### src/hw/rtl/tdl_pkg.sv
`timescale 1ns / 1ps
package tdl_pkg;

  localparam int MAX_NODES = 32;
  localparam int NODE_W    = 5;
  localparam int CNT_W     = 6;
  localparam int ARC_W     = 10;
  localparam int VAL_W     = 32;
  localparam int FLOW_W    = 40;
  localparam int TOT_W     = 64;
  localparam int FRAC_BITS = 16;
  localparam int ERR_W     = 2;

  localparam logic [ERR_W-1:0] ERR_OK      = 2'd0;
  localparam logic [ERR_W-1:0] ERR_ZONE    = 2'd1;
  localparam logic [ERR_W-1:0] ERR_UNREACH = 2'd2;

  localparam logic KIND_ARC = 1'b0;
  localparam logic KIND_SUM = 1'b1;

  localparam logic REG_ORIGIN = 1'b0;
  localparam logic REG_ZONES  = 1'b1;

  typedef struct packed {
    logic              valid;
    logic [NODE_W-1:0] node;
    logic [ARC_W-1:0]  arc;
  } tree_entry_t;

  // controller -> datapath
  typedef struct packed {
    logic load;     // take a node request
    logic acc;      // add cost term
    logic init;     // start tree build
    logic tstart;   // begin trace of node i
    logic push;     // push cur, mark it, read its tree entry
    logic follow;   // step to predecessor
    logic pop_rd;   // read top of trace stack
    logic pop_wr;   // append to order
    logic next_i;   // next trace root
    logic s_rd;     // read order entry
    logic s_cur;    // read tree and remaining of cur
    logic s_act;    // push flow or flag error
    logic s_addrd;  // read remaining of predecessor
    logic s_addwr;  // write remaining of predecessor
    logic summ;     // emit summary, end run
  } ctrl_cmd_t;

  // datapath -> controller
  typedef struct packed {
    logic last;
    logic labeled;
    logic pos_full;
    logic pos_zero;
    logic i_last;
    logic j_le1;
    logic is_origin;
    logic valid_eff;
  } ctrl_sts_t;

endpackage

### src/hw/rtl/tdl_ctrl.sv
`timescale 1ns / 1ps
module tdl_ctrl (
  input  logic               clk_i,
  input  logic               rst_ni,
  input  logic               start_i,
  output logic               busy_o,
  input  tdl_pkg::ctrl_sts_t sts_i,
  output tdl_pkg::ctrl_cmd_t cmd_o
);
  import tdl_pkg::*;

  localparam logic [3:0] S_IDLE  = 4'd0;
  localparam logic [3:0] S_ACC   = 4'd1;
  localparam logic [3:0] S_CINIT = 4'd2;
  localparam logic [3:0] S_TSTRT = 4'd3;
  localparam logic [3:0] S_TCHK  = 4'd4;
  localparam logic [3:0] S_TFOL  = 4'd5;
  localparam logic [3:0] S_PRD   = 4'd6;
  localparam logic [3:0] S_PWR   = 4'd7;
  localparam logic [3:0] S_NEXTI = 4'd8;
  localparam logic [3:0] S_SRD   = 4'd9;
  localparam logic [3:0] S_SCUR  = 4'd10;
  localparam logic [3:0] S_SACT  = 4'd11;
  localparam logic [3:0] S_SADDR = 4'd12;
  localparam logic [3:0] S_SADDW = 4'd13;
  localparam logic [3:0] S_SUMM  = 4'd14;

  logic [3:0] state_q, state_d;

  always_comb begin
    cmd_o   = '0;
    state_d = state_q;
    case (state_q)
      S_IDLE: begin
        if (start_i) begin
          cmd_o.load = 1'b1;
          state_d    = S_ACC;
        end
      end
      S_ACC: begin
        cmd_o.acc = 1'b1;
        state_d   = sts_i.last ? S_CINIT : S_IDLE;
      end
      S_CINIT: begin
        cmd_o.init = 1'b1;
        state_d    = S_TSTRT;
      end
      S_TSTRT: begin
        cmd_o.tstart = 1'b1;
        state_d      = S_TCHK;
      end
      S_TCHK: begin
        if (sts_i.labeled || sts_i.pos_full) begin
          state_d = S_PRD;
        end else begin
          cmd_o.push = 1'b1;
          state_d    = S_TFOL;
        end
      end
      S_TFOL: begin
        cmd_o.follow = 1'b1;
        state_d      = S_TCHK;
      end
      S_PRD: begin
        if (sts_i.pos_zero) begin
          state_d = S_NEXTI;
        end else begin
          cmd_o.pop_rd = 1'b1;
          state_d      = S_PWR;
        end
      end
      S_PWR: begin
        cmd_o.pop_wr = 1'b1;
        state_d      = S_PRD;
      end
      S_NEXTI: begin
        cmd_o.next_i = 1'b1;
        state_d      = sts_i.i_last ? S_SRD : S_TSTRT;
      end
      S_SRD: begin
        if (sts_i.j_le1) begin
          state_d = S_SUMM;
        end else begin
          cmd_o.s_rd = 1'b1;
          state_d    = S_SCUR;
        end
      end
      S_SCUR: begin
        if (sts_i.is_origin) begin
          state_d = S_SUMM;
        end else begin
          cmd_o.s_cur = 1'b1;
          state_d     = S_SACT;
        end
      end
      S_SACT: begin
        cmd_o.s_act = 1'b1;
        state_d     = sts_i.valid_eff ? S_SADDR : S_SRD;
      end
      S_SADDR: begin
        cmd_o.s_addrd = 1'b1;
        state_d       = S_SADDW;
      end
      S_SADDW: begin
        cmd_o.s_addwr = 1'b1;
        state_d       = S_SRD;
      end
      S_SUMM: begin
        cmd_o.summ = 1'b1;
        state_d    = S_IDLE;
      end
      default: state_d = S_IDLE;
    endcase
  end

  always_ff @(posedge clk_i or negedge rst_ni) begin
    if (!rst_ni) begin
      state_q <= S_IDLE;
    end else begin
      state_q <= state_d;
    end
  end

  assign busy_o = (state_q != S_IDLE);

endmodule

### config.mk
export PLATFORM = sky130hd
export DESIGN_NAME = tdl_ctrl
export DESIGN_NICKNAME = d
export VERILOG_FILES = /design/src/hw/rtl/tdl_pkg.sv /design/src/hw/rtl/tdl_ctrl.sv
export SDC_FILE = /design/constraint.sdc
export NUM_CORES = 1
export LEC_CHECK = 0
export BUFFER_PORTS_ARGS = -buffer_cell sky130_fd_sc_hd__buf_2
export CAP_MARGIN = 20
export CORE_AREA = 2 2 39 41
export CTS_CLUSTER_DIAMETER = 50
export DETAILED_ROUTE_END_ITERATION = 7
export DIE_AREA = 0 0 41 43
export PLACE_DENSITY = 0.72
export SLEW_MARGIN = 40
export SYNTH_ARGS = -nofsm -noshare
export SYNTH_HDL_FRONTEND = slang
export SYNTH_SLANG_ARGS = --single-unit
export TNS_END_PERCENT = 50
### constraint.sdc
create_clock -name clk_i -period 1.1 [get_ports clk_i]
set_input_delay 0.22 -clock clk_i [delete_from_list [all_inputs] [get_ports clk_i]]
set_output_delay 0.22 -clock clk_i [all_outputs]
set_load 0.01 [all_outputs]
Word-level counts from Yosys, hierarchy flattened
Cells that the tools add are included.
W data, S select, Z words.

operators by class
  eq/ne operators = 15
  muxes and demuxes = 29
  reduce and logical (&&, ||, !) cells = 4

operators by type and width
  kind                  number
  $pmux W4 S13          1
  $eq A4 B4 Y1 const B  7
  $mux W1               20
  $eq A4 B3 Y1 const B  4
  $mux W4               3
  $mux W3               3
  $eq A4 B2 Y1 const B  2
  $eq A4 B1 Y1 const B  1
  $logic_not A4 Y1      1
  $mux W2               2
  $reduce_bool A4 Y1    1
  $ne A2 B2 Y1 const B  1
  $reduce_or A2 Y1      1
  $logic_or A1 B1 Y1    1

word-level totals
  bits in registers = 4
  bits of input ports = 11
  output and inout bits = 16
  logic and storage cells = 49

Depth between registers and ports, before layout
Gate-level depths: netlist of run 1.

  depth in word-level cells = 3
  mapped depth = 5
  mapped depth without buffers = 4

Worst setup path before layout of run 1
No wires, ideal clock.

  kind = register to output
  start point = register state_q[3]
  end point = output cmd_o[10] (netlist name)
  data arrival time = 1062 ps
  data required time = 880 ps
  setup slack = -182 ps
  stages on the path, launching flop included = 3
  cells stage by stage = dfrtp_1 -> nand2b_1 -> nor4_1

RTL lines
  item                    RTL line         RTL
  from (decl)             tdl_ctrl.sv:28   logic [3:0] state_q, state_d;
  from (signal assigned)  tdl_ctrl.sv:120  state_q <= state_d;
  to (decl)               tdl_ctrl.sv:8    output tdl_pkg::ctrl_cmd_t cmd_o

==> metrics.csv, run 1 <==
metric;value;unit
yosysSeqAreaShare;23.4;%
cp-end-kind;output port;
crit_type;reg -> out;
port_buffers;26;
antenna_cells;0;
top_regs;state_q: 4 flops;
grt_overflow;0;
dieArea;0.00176;mm²
critPathRequiredTime;0.88;ns
ys_warn_count;0;
postSynthCellCount;66;
largest-register;state_q;
finClkSkew;0.00459;ns
hold_start;sts_i[3];
wl_per_cell;14.1;µm
crit_chain;buf_4, nor3_2, buf_2;
finalSetupViolations;20;
clockBufferDepth;2;
dieHeight;43;µm
htree_levels;1;
synth.distinct_cells;24;
drive_gt1_share;68.1;%
powerDensity;2720;mW/mm²
n_fill_cell;109;
cp.arrival;1.23;ns
drt_iter0_drc;27;
crit_family;flip-flops;
rows;14;
antenna_found_initial;0;
yosys.area.top_type_share;23.4;%
chipWidth;41;µm
timing.final.crit_share;132;%
hold_path.class;in -> reg;
ys_ff_latch;4;
synth_edf_count;0;
grt_max_degree;9;
dr.pass1.iters;4;
avgViaCountPerCell;5.34;
clk_latency;0.24;ns
cts_sinks;4;
async_flop_share;100;%
cp-startpoint;state_q[2];
pre_cts_ws;-0.187;ns
drv_slew;0;
placed_area;708;µm²
reg2reg_from;state_q[2];
track_usage;21.9;%
ant_nets;0;
seq_area;104;µm²
yosysTopAreaCell;dfrtp_1;
cp_max_fo;6;
rsz0062_at_grt;yes;
cp_slowest_cell;dfrtp_2;
finalNetCount;132;
fin_setup_tns;-5.58;ns
cpPeakStageDelay;0.47;ns
hold_end;state_q[3];
reg2reg_slack;-0.31;ns
multi_input_comb_area;395;µm²
core;0.00138;mm²
numCtsBuffers;3;
synth_area_leaders;dfrtp_1, nor2_1, nor3_1;
largest_reg_flops;4;
hpwl;1210;µm
postRouteWirelength;1910;µm
fmax;0.688;GHz
period_needed;1.45;ns
ff2ff_path_depth;6;
synth_ff_type;dfrtp_1;
final_cell_area;940;µm²
setup_ws;-0.353;ns
whs;0.266;ns
status;complete, but fails checks;
cp-start-kind;flop;
cts-root-buf;clkbuf_4;
drv_cap;0;
syn_nets;77;
ioPinCount;27;
hold_depth;3;
final_hold_viol_count;0;
synth_area;428;µm²
path_clk_slew;0.04;ns
drc;0;
rr_endpoint;state_q[0];
grt_pass1_vias;647;
grt_pass1_wl;2680;µm
synth_area_per_cell;6.48;µm²
slew_headroom;84.0;%
place_congestion;0.948;
worst_slew_pin_slew;0.239;ns
cp.buffers_inverters;2;
leakagePower;0.000463;µW
syn_to_final_growth;120;%
via_count;721;
cts_tree;yes;
ir_drop;1.33;mV
violations;negative setup slack;
start_util;30.9;%
-- synth_stat cells, types with 2 or more instances --
cell type   n
inv_1       3
nand2b_1    3
a21oi_1     6
o22ai_1     2
nor2_1     11
o21ai_1     4
dfrtp_1     4
nand3_1     2
nand2_1     6
buf_2       3
nor3_1      8
a31oi_1     2
-- metrics by stage --
step	power, µW	std cells	util, %
finish	2560	135	67.9
global route	2680	135	67.9
CTS	2360	134	64.9
detailed placement	1730	121	51.2
global placement	1700	121	51.2
floorplan	1080	66	-
-- logic make-up (layout without fill, tap and decap cells) --
kind of cell           count (synthesis)  after routing  share of synthesized area [%]
AOI/OAI and AO/OA                     18             18                           25.1
buffers and inverters                  7             60                           7.89
DFF                                    4              4                           23.4
and+or+nand+nor                       37             37                           43.6
-- report_power, final --
group	internal, µW	total, µW	switching (µW)
Clock	122	184	62.0
Sequential	230	385	155
Combinational	1030	1990	962
Total	1380	2560	1180
-- worst max-delay path by stage --
stage	to	slack, ns	cells after the start
6_report	cmd_o[12]	-0.35	3
5_1_grt	cmd_o[10]	-0.39	3
4_1_cts	cmd_o[10]	-0.33	3
3_5_place_dp	cmd_o[10]	-0.19	3
3_3_place_gp	cmd_o[10]	-0.20	3
2_1_floorplan	cmd_o[13]	-0.08	3
-- layout by cell type (no fill, tap or decap), types with 4 or more instances in the layout --
cell type / count
buf_2: 25
o21ai_1: 4
buf_4: 17
buf_6: 11
nor3_2: 7
a21oi_1: 4
nor2_1: 8
-- metal layers --
metal  wire (µm)  part of all wire, %  vias to the layer above  GRT usage, %
met1         768                   40                      339          27.8
met4          29                  1.5                        0          8.67
met2         981                   51                       31          35.6
li1            -                    -                      346             -
met3         126                  6.6                        5          2.62
met5           0                    0                        -             0
-- tightest hold or removal path, delay by kind of cell --
family / cells / cell delay [ns]
AOI/OAI and AO/OA: 2 / 0.15
buffers and inverters: 1 / 0.09
-- final cells by class --
| type | instances | share of cell area (%) |
|---|---|---|
| Multi-Input combinational cell | 55 | 42.1 |
| Timing Repair Buffer | 54 | 41.1 |
| Sequential cell | 4 | 11.1 |
| Clock buffer | 3 | 2.40 |
| Tap cell | 16 | 2.13 |
| Inverter | 3 | 1.20 |
-- what timing repair did --
item                                   in CTS  in global routing
setup endpoints to repair                  20                 20
hold buffers                                1                  0
setup buffers                               9                  1
pin swaps                                   6                  5
gates resized for setup                    25                 10
endpoints found under the hold margin       4                  0
No activity file was read; power rests on OpenSTA's default activity.
==> inputs of run 2 (changes only) <==
Settings changed: ABC_AREA set to 1.
==> run 2 against run 1 <==
Net effect:
- the run still ends with negative setup slack left
- global-route usage decreased by 3.1 points
- cell area decreased by 11%
- clock-buffer cell count unchanged
- register-to-register slack improved by 0.07 ns
- die area unchanged
- clock power decreased by 5%
- power decreased by 18%
- first-iteration DRC count decreased by 63%
- worst setup slack improved by 0.011 ns
- critical path depth increased by 1
- sequential share of layout area increased by 1.4 points
- critical endpoint is now cmd_o[14]
- largest power group unchanged
==> metrics.csv, run 2 <==
metric;value;unit;change
status;complete, but fails checks;;
violations;negative setup slack;;
async_flop_share;100;%;unchanged
crit_type;reg -> out;;
ff2ff_path_depth;8;;+2
avgViaCountPerCell;4.73;;-11%
antenna_cells;0;;unchanged
rr_endpoint;state_q[0];;
rows;14;;unchanged
ys_warn_count;0;;unchanged
port_buffers;26;;unchanged
syn_to_final_growth;92.8;%;
grt_pass1_vias;572;;-12%
hold_depth;3;;unchanged
reg2reg_slack;-0.24;ns;+0.07 ns
final_hold_viol_count;0;;unchanged
pre_cts_ws;-0.184;ns;+0.00250 ns
ant_nets;0;;unchanged
dr.pass1.iters;4;;unchanged
drt_iter0_drc;10;;-63%
setup_ws;-0.342;ns;+0.0113 ns
cts_sinks;4;;unchanged
drc;0;;unchanged
via_count;653;;-9.4%
largest_reg_flops;4;;unchanged
critPathRequiredTime;0.88;ns;about the same
final_cell_area;837;µm²;-11%
grt_overflow;0;;unchanged
cp-end-kind;output port;;
cts_tree;yes;;
place_congestion;0.828;;-13%
powerDensity;2510;mW/mm²;-7.9%
yosysTopAreaCell;dfrtp_1;;
synth.distinct_cells;15;;-38%
drv_cap;0;;unchanged
synth_common_cells;nand2_1, nor2_1, inv_1;;
dieArea;0.00176;mm²;unchanged
ys_ff_latch;4;;unchanged
cp_max_fo;7;;+1
rsz0062_at_grt;yes;;
slew_headroom;85.8;%;+1.8 points
core;0.00138;mm²;unchanged
fmax;0.694;GHz;+0.79%
hold_start;sts_i[3];;
track_usage;18.8;%;-3.1 points
finalSetupViolations;20;;unchanged
period_needed;1.44;ns;-0.0113 ns
syn_nets;87;;+13%
synth_area_per_cell;5.71;µm²;-12%
cp-start-kind;flop;;
antenna_found_initial;0;;unchanged
drv_slew;0;;unchanged
top_regs;state_q: 4 flops;;
power.total;2100;µW;-18%
grt_max_degree;8;;-1
clockBufferDepth;2;;unchanged
largest-register;state_q;;
grt_pass1_wl;2310;µm;-14%
ioPinCount;27;;unchanged
drive_gt1_share;62.3;%;-5.8 points
placed_cells;124;;+2.5%
path_clk_slew;0.04;ns;about the same
reg2reg_from;state_q[2];;
yosysSeqAreaShare;23.1;%;-0.34 points
clk_latency;0.23;ns;about the same
fin_cells;138;;+2.2%
fin_setup_tns;-5.20;ns;+0.383 ns
htree_levels;1;;unchanged
synth_area;434;µm²;+1.5%
timing.final.crit_share;131;%;-1.0 points
hold_path.class;in -> reg;;
final_common_cell;buf_2;;
placed_area;639;µm²;-9.7%
leakagePower;0.000490;µW;+5.7%
start_util;31.4;%;+0.45 points
cp-startpoint;state_q[1];;
dieHeight;43;µm;unchanged
hpwl;981;µm;-19%
synth_area_leaders;dfrtp_1, nand2_1, nor2_1;;
cts-root-buf;clkbuf_4;;
postSynthCellCount;76;;+15%
hold_end;state_q[3];;
synth_edf_count;0;;unchanged
postRouteWirelength;1420;µm;-26%
numCtsBuffers;3;;unchanged
wl_per_cell;10.3;µm;-27%
finalNetCount;135;;+2.3%
final_cell_mix;buf_2, buf_4, nand2_1;;
cp.arrival;1.22;ns;about the same
chipWidth;41;µm;unchanged
yosys.area.top_type_share;23.1;%;-0.34 points
ir_drop;1.01;mV;-24%
worst_slew_pin_slew;0.213;ns;-0.0261 ns
finClkSkew;0.00395;ns;-0.000647 ns
synth_ff_type;dfrtp_1;;
[run 2: critical path: stages, from the launching register on]
cell and delay (ns):
dfrtp_2 0.48, nor2_4 0.20, nand2_2 0.10, nor2_2 0.08
buf_2 0.12
[run 2: per-stage QoR]
| stage | util [%] | hold slack [ns] |
|---|---|---|
| final | 60.5 | 0.248 |
| after global routing | 60.5 | 0.262 |
| after CTS | 56.8 | 0.241 |
| after detailed placement | 46.2 | 0.0249 |
| after global placement | 46.2 | 0.0248 |
| after floorplan | - | -0.0756 |
[run 2: power by group]
group / switching, µW / internal [µW]
Combinational: 805 / 719
Clock: 52.9 / 121
Sequential: 171 / 231
Total: 1030 / 1070
[run 2: kinds of logic after synthesis]
| group | count (synthesis) | synth area share [%] |
|---|---|---|
| buffers and inverters | 17 | 14.7 |
| flip-flops | 4 | 23.1 |
| AND/OR/NAND/NOR | 49 | 54.5 |
| AO/OA/AOI/OAI | 6 | 7.78 |
[run 2: what timing repair did]
item                                    4_1_cts  5_1_grt
hold buffers                                  1        0
gates resized for setup                      18       13
endpoints found under the hold margin         4        0
pin swaps                                     8        6
setup buffers                                 8        2
endpoints found under the setup margin       20       20
[run 2: cell type report]
| cell class | instances | area, µm² |
|---|---|---|
| fillers | 119 | 547 |
| multi-input cells | 55 | 332 |
| repair buffers | 43 | 293 |
| flip-flops and latches | 4 | 104 |
| inverters | 17 | 66.3 |
| clock buffers | 3 | 22.5 |
| well taps | 16 | 20.0 |
[run 2: per-layer routing]
layer,track usage (%),up-vias,wire [µm]
met3,3.14,4,96
met5,0,-,0
li1,-,327,-
met1,23.1,295,600
met4,6.00,0,21
met2,31.6,27,698
[run 2: worst max path at each step]
stage	end	slack, ns
3_5_place_dp	cmd_o[5]	-0.18
2_1_floorplan	cmd_o[14]	-0.05
3_3_place_gp	cmd_o[8]	-0.16
5_1_grt	cmd_o[5]	-0.41
6_report	cmd_o[14]	-0.34
4_1_cts	cmd_o[5]	-0.34
